File: src/sv/fac_pkg.sv
// ----------------------------------------------------------------------------
// fac_pkg: shared types and constants for the frustum AABB cull core
// Function codes, iterative unit request, saturation and magnitude helpers.
// ----------------------------------------------------------------------------
package fac_pkg;

  localparam int PLANE_COUNT = 6;
  localparam int PLANE_WORDS = PLANE_COUNT * 4;
  localparam int PLANE_AW    = $clog2(PLANE_WORDS);

  localparam logic [1:0] FUNC_LOAD    = 2'd0;
  localparam logic [1:0] FUNC_EXTRACT = 2'd1;
  localparam logic [1:0] FUNC_TEST    = 2'd2;

  typedef enum logic {
    OP_SQRT = 1'b0,
    OP_DIV  = 1'b1
  } fac_op_t;

  typedef struct packed {
    logic    start;
    fac_op_t op;
  } fac_iter_req_t;

  // clamp a 33-bit signed sum to 32 bits
  function automatic logic [31:0] sat33(input logic signed [32:0] v);
    logic [31:0] r;
    if (v[32] != v[31]) begin
      r = v[32] ? 32'h8000_0000 : 32'h7fff_ffff;
    end else begin
      r = v[31:0];
    end
    return r;
  endfunction

  function automatic logic [31:0] mag32(input logic signed [31:0] v);
    logic [31:0] r;
    r = v[31] ? 32'(-v) : v;
    return r;
  endfunction

endpackage

File: src/sv/fac_iter.sv
// ----------------------------------------------------------------------------
// fac_iter: shared bit-serial square root / divide unit
// Sqrt: 64-bit radicand, two bits a cycle, 32-bit root. Divide: 48-bit
// dividend by 32-bit divisor, one bit a cycle, 48-bit quotient.
// ----------------------------------------------------------------------------
module fac_iter (
  input  logic                  clk,
  input  logic                  rst,
  input  fac_pkg::fac_iter_req_t req,
  input  logic [63:0]           num,
  input  logic [31:0]           den,
  output logic                  done,
  output logic [47:0]           quo
);
  import fac_pkg::*;

  logic        busy;
  fac_op_t     op;
  logic [5:0]  cnt;
  logic [35:0] rem;
  logic [63:0] work;
  logic [47:0] q;
  logic [35:0] rem_sh;
  logic [35:0] trial;
  logic        take;

  always_comb begin
    if (op == OP_SQRT) begin
      rem_sh = {rem[33:0], work[63:62]};
      trial  = {1'b0, q[32:0], 2'b01};
    end else begin
      rem_sh = {rem[34:0], work[47]};
      trial  = {4'b0000, den};
    end
    take = (rem_sh >= trial);
  end

  always_ff @(posedge clk) begin
    if (rst) begin
      busy <= 1'b0;
      done <= 1'b0;
    end else begin
      done <= 1'b0;
      if (req.start && !busy) begin
        busy <= 1'b1;
      end else if (busy && cnt == 6'd0) begin
        busy <= 1'b0;
        done <= 1'b1;
      end
    end
  end

  always_ff @(posedge clk) begin
    if (req.start && !busy) begin
      op   <= req.op;
      rem  <= '0;
      q    <= '0;
      work <= num;
      cnt  <= (req.op == OP_SQRT) ? 6'd31 : 6'd47;
    end else if (busy) begin
      rem  <= take ? (rem_sh - trial) : rem_sh;
      q    <= {q[46:0], take};
      work <= (op == OP_SQRT) ? {work[61:0], 2'b00} : {work[62:0], 1'b0};
      cnt  <= cnt - 6'd1;
    end
  end

  assign quo = q;

endmodule
File: config.mk
export PLATFORM = sky130hd
export DESIGN_NAME = fac_iter
export DESIGN_NICKNAME = d
export VERILOG_FILES = /design/src/sv/fac_pkg.sv /design/src/sv/fac_iter.sv
export SDC_FILE = /design/constraint.sdc
export NUM_CORES = 1
export LEC_CHECK = 0
export ABC_AREA = 1
export BUFFER_PORTS_ARGS = -buffer_cell sky130_fd_sc_hd__buf_4
export CAP_MARGIN = 20
export CORE_MARGIN = 1
export CORE_UTILIZATION = 32
export CTS_CLUSTER_SIZE = 28
export DETAILED_ROUTE_END_ITERATION = 6
export SKIP_LAST_GASP = 1
export SLEW_MARGIN = 0
export SYNTH_ARGS = -nofsm -noshare
export SYNTH_HDL_FRONTEND = slang
export SYNTH_SLANG_ARGS = --single-unit
File: constraint.sdc
create_clock -name clk -period 3.1 [get_ports clk]
set_input_delay 0.465 -clock clk [delete_from_list [all_inputs] [get_ports clk]]
set_output_delay 0.465 -clock clk [all_outputs]
set_load 0.02 [all_outputs]
==> flow_summary.ini, run 1 <==
[setup_path]
reg2reg_depth = 16
r2r-end = rem[18]
required_ps = 3420
startpoint_type = flip-flop
cp_data_arrival_time_ps = 3330
critical_path_peak_fanout = 17
cp-endpoint = rem[18]
crit_path_start = op
critPathKind = reg -> reg
r2r-start = op
end_kind = flip-flop
r2r_slack_ps = 90

[power_and_ir_drop]
power.density_nw_per_um2 = 771
ir_drop_mv = 0.488
p_total_mw = 10.2
p_leak_nw = 6.27

[synthesis]
syn-mean-instance-area_um2 = 6.74
yosysSeqAreaShare = 0.370
synth_top_area_cell = edfxtp_1
synth-seq-cells = 156
synth_top_cell_area_share = 0.206
synthCells = 1537
synth_area_um2 = 10400
synth_area_leaders = edfxtp_1 (21%), nand2_1 (17%), dfxtp_1 (16%), inv_1 (8.0%), a21oi_1 (6.9%)
synth_warnings = 0
synth_cell_types = 38
syn-num-nets = 1674

[timing]
layout_setup_ws_ps = 91.5
tns_ps = 0
period_share = 0.970
finalSetupViolCount = 0
fmax_mhz = 332
worstMarginPinSlew_ps = 714
rsz0062_at_grt = yes
drv_slew = 0
slew_headroom = 0.523
fin_hold_ws_ps = 201
finalHoldViolCount = 0
period_needed_ps = 3010
skew_ps = 9.11

[clock_network]
clkTransAtPathRegs_ps = 60
root_buffer = clkbuf_16
cts_tree = done
clock_path_buffers = 2
clk-insertion-delay-late_ps = 430
cts_max_level = 4
numClockSinks = 156
cts_buffers = 17

[final_layout]
fillers = 3290
area_delta_synth_final_pct = 27.3
fin_util = 0.416
fin_area_um2 = 13200
diodes = 0
fin_cells = 2096
finalNetCount = 1818
drive_gt1_frac = 0.218

[place]
preCtsSetupSlack_ps = -5.97
port_buffers = 148
post-place-cells = 2052
dpl_cell_area_um2 = 12000
hpwlAfterDp_um = 23500
place_congestion = 0.937

[detailed_routing]
viasPerCell = 4.88
drtAntennaViolNets = 0
wl_per_cell_um = 15.3
vias = 10200
drc_errors = 0
drtIter0Drc = 613
wl_um = 32100
dr.pass1.iters = 5

[die]
io_pins = 149
dieArea_um2 = 33100
initial_utilization = 0.327
rows = 65
core-area_um2 = 31700
fp.dieH_um = 182
chipWidth_um = 182

[global_route]
grt_pass1_wl_um = 50300
grt_max_degree = 70
grt_overflow = 0
track_usage = 0.190
grt_pass1_vias = 9705
antenna_found_initial = 0

[hold_path]
hp-start = rst
min_path_type = in -> reg

[flow_run]
cap_violations = 0

[run_status]
status = finished clean
==> how the worst min path moves through the flow <==
stage	depth (start not counted)	slack, ps	endpoint
finish	2	200	done
global route	2	190	done
CTS	2	170	done
detailed placement	2	450	rem[34]
global placement	2	440	rem[31]
floorplan	2	430	rem[34]
==> area by class of cell <==
| cell class | instances | area (µm²) | share of cell area |
|---|---|---|---|
| well taps | 402 | 503 | 0.0381 |
| repair buffers | 192 | 1560 | 0.118 |
| flip-flops and latches | 156 | 3830 | 0.291 |
| multi-input cells | 1088 | 5800 | 0.440 |
| clock inverters | 8 | 77.6 | 0.00588 |
| clock buffers | 24 | 526 | 0.0399 |
| repair inverters | 2 | 17.5 | 0.00133 |
| inverters | 224 | 870 | 0.0660 |
==> power by group <==
part	internal [mW]	switching (mW)
registers	2.55	0.246
logic	2.09	3.15
clock network	1.27	0.858
total	5.92	4.25
==> cells in the final DEF (no fill, tap or decap), types with 2 or more instances in the layout <==
cell,instances
ha_1,7
nand3_2,9
nand2_1,457
inv_4,2
clkinv_4,3
bufinv_16,2
ha_4,28
nand3b_1,12
o21ai_1,22
o21ai_0,50
nand3_1,78
or2_2,32
inv_2,6
buf_6,4
o22ai_1,46
edfxtp_1,71
a21oi_2,2
buf_12,4
inv_6,2
nor2_2,11
nand2_2,39
nand2_4,2
clkinv_2,3
nor2_4,5
and2_1,2
nor2_1,108
clkbuf_16,22
o21ai_2,3
dfxtp_1,85
clkbuf_8,3
buf_4,181
nor3_1,2
a21oi_1,142
xnor2_1,19
inv_1,216
==> repair_timing <==
action                                 in CTS  in global routing
gates cloned                                0                  5
setup endpoints to repair                  22                 36
endpoints found under the hold margin       0                  0
buffers inserted                            0                  7
pin swaps                                   0                  8
hold buffers                                0                  0
gates resized for setup                     1                 95
==> cells in the mapped netlist <==
cell type,n
nand2_2,34
nand2_4,1
nor2_4,3
dfxtp_1,85
nor2_2,2
nor3_1,3
a21oi_1,143
nor2_1,119
xnor2_1,19
a21boi_0,1
a21o_1,1
buf_4,1
o21a_1,1
fa_1,1
and2_1,2
ha_1,36
nand2_8,1
edfxtp_1,71
clkinv_1,1
a31oi_1,1
or2_2,32
inv_1,221
buf_1,9
o21ai_0,75
buf_2,8
inv_2,2
buf_12,3
nor3_4,1
o21bai_1,1
nand4_1,1
nand3b_1,12
o22ai_1,46
nand3_2,9
and3_1,1
clkbuf_1,48
a21oi_2,1
nand2_1,463
nand3_1,78
==> kinds of logic (layout without fill, tap and decap cells) <==
logic type,after synthesis,after routing,share of synthesized area
and+or+nand+nor,762,762,0.319
adders and majority gates,37,37,0.0454
DFF,156,156,0.370
AOI/OAI and AO/OA,270,270,0.137
xor gates and xnor gates,19,19,0.0161
buffers and inverters,293,450,0.112
==> worst max-delay path: stages (launching register included) <==
cell and delay, ps:
edfxtp_1 490, bufinv_16 230, buf_6 150, o21ai_0 470, ha_4 310, nand2_1 210, inv_1 70, nand2_1 70
nand2_1 60, inv_1 70, nand2_1 60, nand2_1 50, nand3_1 140, xnor2_1 270, nand2_1 130, nand3_1 80
nand2_1 50
==> state kept, by name, summed over array words and instances (netlist names) <==
signal and flops:
quo 48, rem 35, cnt 6, op 1, busy 1, done 1
work 64
==> metal layers <==
layer	up-vias	GRT usage	routed length (µm)
li1	5185	-	-
met1	4718	0.266	15000
met2	284	0.296	14700
met3	41	0.0357	1760
met4	0	0.0541	686
met5	-	0	0
No activity file was read; power rests on OpenSTA's default activity.
==> inputs of run 2 (changes only) <==
--- a/config.mk
+++ b/config.mk
@@ -12,6 +12,7 @@
 export CORE_UTILIZATION = 32
 export CTS_CLUSTER_SIZE = 28
 export DETAILED_ROUTE_END_ITERATION = 6
+export SETUP_SLACK_MARGIN = 0.5
 export SKIP_LAST_GASP = 1
 export SLEW_MARGIN = 0
 export SYNTH_ARGS = -nofsm -noshare
==> run 2 against run 1 <==
Net effect: cell area grew 4.1%; utilization grew 1.7 points; critical path depth grew 3; routed wire length grew 2.7%.
==> flow_summary.ini, run 2 (synthesized netlist as in run 1, its figures left out) <==
[die]
chipWidth_um = 182
fp.dieH_um = 182
core-area_um2 = 31700
rows = 65
initial_utilization = 0.327
io_pins = 149
dieArea_um2 = 33100

[detailed_routing]
drtIter0Drc = 771
wl_per_cell_um = 15.5
viasPerCell = 4.91
drtAntennaViolNets = 0
wl_um = 33000
drc_errors = 0
dr.pass1.iters = 5
vias = 10400

[run_status]
status = finished clean

[setup_path]
reg2reg_depth = 19
required_ps = 3420
critical_path_peak_fanout = 10
r2r_slack_ps = 230
cp-endpoint = rem[18]
r2r-start = op
end_kind = flip-flop
crit_path_start = op
r2r-end = rem[18]
cp_data_arrival_time_ps = 3190
crit_family = simple AND/OR/NAND/NOR gates
critPathBufInv = 5
max_stage_delay_ps = 420
path_cells = buf_6 > buf_6 > nand2_4 > a21boi_4 > ha_2 > inv_2 > fa_2 > nand2_2 > a21oi_2 > nand3_1 > nand3_2 > nand2_2 > nand2_2 > nand2_4 > buf_4 > buf_16 > nand3_1 > nand3_2 > nand2_1
startpoint_type = flip-flop
crit_top_cell = nand2_2
critPathKind = reg -> reg
cp_slowest_cell = edfxtp_1
worstSetupPathDepth = 19

[global_route]
grt_overflow = 0
grt_pass1_vias = 9874
track_usage = 0.197
antenna_found_initial = 0
grt_max_degree = 87
grt_pass1_wl_um = 51800

[timing]
drv_slew = 0
rsz0062_at_grt = yes
worstMarginPinSlew_ps = 866
skew_ps = 11.6
tns_ps = 0
slew_headroom = 0.422
fmax_mhz = 348
finalHoldViolCount = 0
finalSetupViolCount = 0
period_needed_ps = 2870
period_share = 0.927
fin_hold_ws_ps = 191

[clock_network]
cts_tree = done
cts_max_level = 4
holdBufCountCts = 0
clock_path_buffers = 2
numClockSinks = 156
cts_buffers = 17
root_buffer = clkbuf_16
clkTransAtPathRegs_ps = 70
clk-insertion-delay-late_ps = 430

[final_layout]
regArea_um2 = 3830
registers.top_by_ff_count = work
diodes = 0
area_delta_synth_final_pct = 32.5
largest_register_ffs = 64
drive_gt1_frac = 0.274
final_common_cell = nand2_1
final_cell_mix = nand2_1 (438), inv_1 (201), buf_4 (198)
fin_util = 0.433
finalNetCount = 1848
multi_input_area_um2 = 6030
fillers = 3231

[place]
hpwlAfterDp_um = 23100
port_buffers = 148
place_congestion = 0.953

[flow_run]
cap_violations = 0

[power_and_ir_drop]
p_leak_nw = 6.47
power.density_nw_per_um2 = 787
ir_drop_mv = 0.484

[hold_path]
min_path_type = in -> reg
[run 2: cell types whose count changed in the layout (fill, tap and decap cells not counted), sizes merged]
cell and delta:
buf +32, clkbuf -9, clkinv +1, clkinvlp +3, inv +3
[run 2: per-stage QoR]
step | setup slack (ps) | std cells | total power [mW] | instance area (µm²)
3_3_place_gp | 68.1 | 2057 | 7.46 | 12000
4_1_cts | 275 | 2123 | 10.4 | 13400
2_1_floorplan | 505 | 1537 | 6.15 | 10400
5_1_grt | 100 | 2126 | 11.5 | 13700
3_5_place_dp | 41.8 | 2057 | 7.47 | 12000
6_report | 226 | 2126 | 10.8 | 13700
[run 2: repair_timing]
action                                  in CTS  in global routing
gates resized for setup                    140                 70
gates cloned                                 6                  1
pin swaps                                   21                 17
buffers inserted                            28                  2
endpoints found under the setup margin      36                 36
[run 2: where the power goes]
group | total, mW | leakage [nW] | internal [mW] | switching, mW
sequential | 2.82 | 1.40 | 2.55 | 0.268
clock | 2.08 | 0.277 | 1.18 | 0.895
combinational | 5.90 | 4.79 | 2.47 | 3.43
total | 10.8 | 6.47 | 6.21 | 4.59
[run 2: metal layers]
metal,vias up,GRT usage,routed length [µm]
met5,-,0,0
li1,5253,-,-
met3,52,0.0385,1920
met1,4840,0.267,15100
met2,293,0.309,15000
met4,0,0.0766,974
[run 2: worst min path at each step]
stage / start / to / slack [ps] / depth (start not counted)
2_1_floorplan: rem[34] / rem[34] / 430 / 2
3_3_place_gp: rem[31] / rem[31] / 440 / 2
3_5_place_dp: rem[31] / rem[31] / 440 / 2
4_1_cts: rst / done / 180 / 2
5_1_grt: rst / done / 170 / 2
6_report: rst / done / 190 / 2
[run 2: area by class of cell]
class	instances	area share
Clock inverter	15	0.0107
Clock buffer	17	0.0310
Multi-Input combinational cell	1088	0.439
Inverter	224	0.0624
Tap cell	402	0.0367
Timing Repair Buffer	222	0.139
Timing Repair inverter	2	0.00164
Sequential cell	156	0.279
==> inputs of run 3 (changes only) <==
--- a/config.mk
+++ b/config.mk
@@ -12,6 +12,7 @@
 export CORE_UTILIZATION = 32
 export CTS_CLUSTER_SIZE = 28
 export DETAILED_ROUTE_END_ITERATION = 6
+export MAX_ROUTING_LAYER = met4
 export SETUP_SLACK_MARGIN = 0.5
 export SKIP_LAST_GASP = 1
 export SLEW_MARGIN = 0
==> run 3 against run 2 <==
Net effect: clock-buffer cell count up 9; clock power grew 4%; clock skew fell by 2.7 ps; largest power group unchanged; largest cell class unchanged.
==> flow_summary.ini, run 3 (synthesized netlist as in run 1, its figures left out) <==
[place]
post-place-cells = 2071
place_congestion = 0.961
port_buffers = 148
hpwlAfterDp_um = 23400

[detailed_routing]
dr.pass1.iters = 5
wl_um = 32500
drtAntennaViolNets = 0
drtIter0Drc = 581
highest_layer = met4
wl_per_cell_um = 15.3
route.met2.wl_um = 14900
viasPerCell = 4.87
met1Wirelength_um = 15100
met3_length_um = 1800
drc_errors = 0
vias = 10300

[setup_path]
cp_slowest_cell = edfxtp_1
critPathKind = reg -> reg
end_kind = flip-flop
path_cells = buf_6 > inv_8 > buf_12 > o21ai_0 > ha_4 > nand2_1 > nand2_1 > nand2_1 > nand2_1 > nand2_1 > nand2_1 > a21oi_2 > nand2_2 > nand2_4 > nand2_8 > clkbuf_16 > nand2_2 > nand3_1 > nand2_1
crit_family = simple AND/OR/NAND/NOR gates
critical_path_peak_fanout = 33
crit_top_cell = nand2_1
max_stage_delay_ps = 490
cp_data_arrival_time_ps = 3440
critPathBufInv = 4
required_ps = 3470
crit_path_start = op
startpoint_type = flip-flop
r2r-start = op

[global_route]
grt_max_degree = 69
track_usage = 0.199
grt_pass1_wl_um = 50800
antenna_found_initial = 0
grt_pass1_vias = 9684
grt_overflow = 0

[clock_network]
cts_tree = done
clk-insertion-delay-late_ps = 430
cts_max_level = 4
numClockSinks = 156
clock_path_buffers = 2
root_buffer = clkbuf_16
cts_buffers = 17
clkTransAtPathRegs_ps = 60
holdBufCountCts = 0

[final_layout]
finalNetCount = 1847
diodes = 0
largest_register_ffs = 64
fillers = 3259
area_delta_synth_final_pct = 31.1
drive_gt1_frac = 0.244
final_common_cell = nand2_1
fin_cells = 2125
final_cell_mix = nand2_1 (443), inv_1 (216), buf_4 (201)
fin_util = 0.428
registers.top_by_ff_count = work

[timing]
skew_ps = 8.91
fmax_mhz = 326
worstMarginPinSlew_ps = 846
period_needed_ps = 3070
period_share = 0.989
rsz0062_at_grt = yes
slew_headroom = 0.435
drv_slew = 0
finalSetupViolCount = 0
finalHoldViolCount = 0

[power_and_ir_drop]
p_leak_nw = 6.49
ir_drop_mv = 0.467
power.density_nw_per_um2 = 789

[die]
dieArea_um2 = 33100
rows = 65
initial_utilization = 0.327
core-area_um2 = 31700
chipWidth_um = 182
io_pins = 149
fp.dieH_um = 182

[run_status]
status = finished clean

[hold_path]
min_path_type = in -> reg
hp-start = rst

[flow_run]
cap_violations = 0
## run 3: timing repair
| item | in CTS | in global routing |
|---|---|---|
| cloned | 5 | 4 |
| resized for setup | 64 | 59 |
| endpoints found under the setup margin | 36 | 36 |
| setup buffers | 10 | 3 |
| pin swaps | 11 | 7 |
## run 3: worst paths after layout
path / endpoint / slack [ps] / cells past startpoint
max reg2reg: rem[8] / 30 / 19
min reg2reg: rem[34] / 460 / 2
min: done / 200 / 2
max: rem[8] / 30 / 19
## run 3: layer usage
layer  GRT usage  up-vias
li1            -     5251
met2       0.304      283
met5           -        -
met1       0.269     4777
met3      0.0333       36
met4      0.0575        0
## run 3: report_power, final
| group | total (mW) | leakage, nW | internal, mW | switching [mW] |
|---|---|---|---|---|
| sequential | 2.79 | 1.40 | 2.55 | 0.237 |
| clock | 2.16 | 0.307 | 1.31 | 0.856 |
| combinational | 5.76 | 4.78 | 2.39 | 3.37 |
## run 3: final cells by class
cell class	count	area [µm²]	share of cell area
multi-input cells	1089	5860	0.432
clock inverters	6	70.1	0.00516
well taps	402	503	0.0370
repair buffers	220	1870	0.138
flip-flops and latches	156	3830	0.282
clock buffers	26	546	0.0402
inverters	224	870	0.0640
repair inverters	2	22.5	0.00166
## run 3: per-stage QoR
step	hold slack [ps]	TNS, ps	worst slack [ps]	power, mW	cell area [µm²]
after floorplan	426	0	505	6.15	10400
after global placement	438	-105	-20.5	7.59	12100
after detailed placement	447	-1190	-70.4	7.62	12100
after CTS	175	0	168	10.3	13200
after global routing	176	-941	-64.5	11.4	13600
final	198	0	33.4	10.7	13600
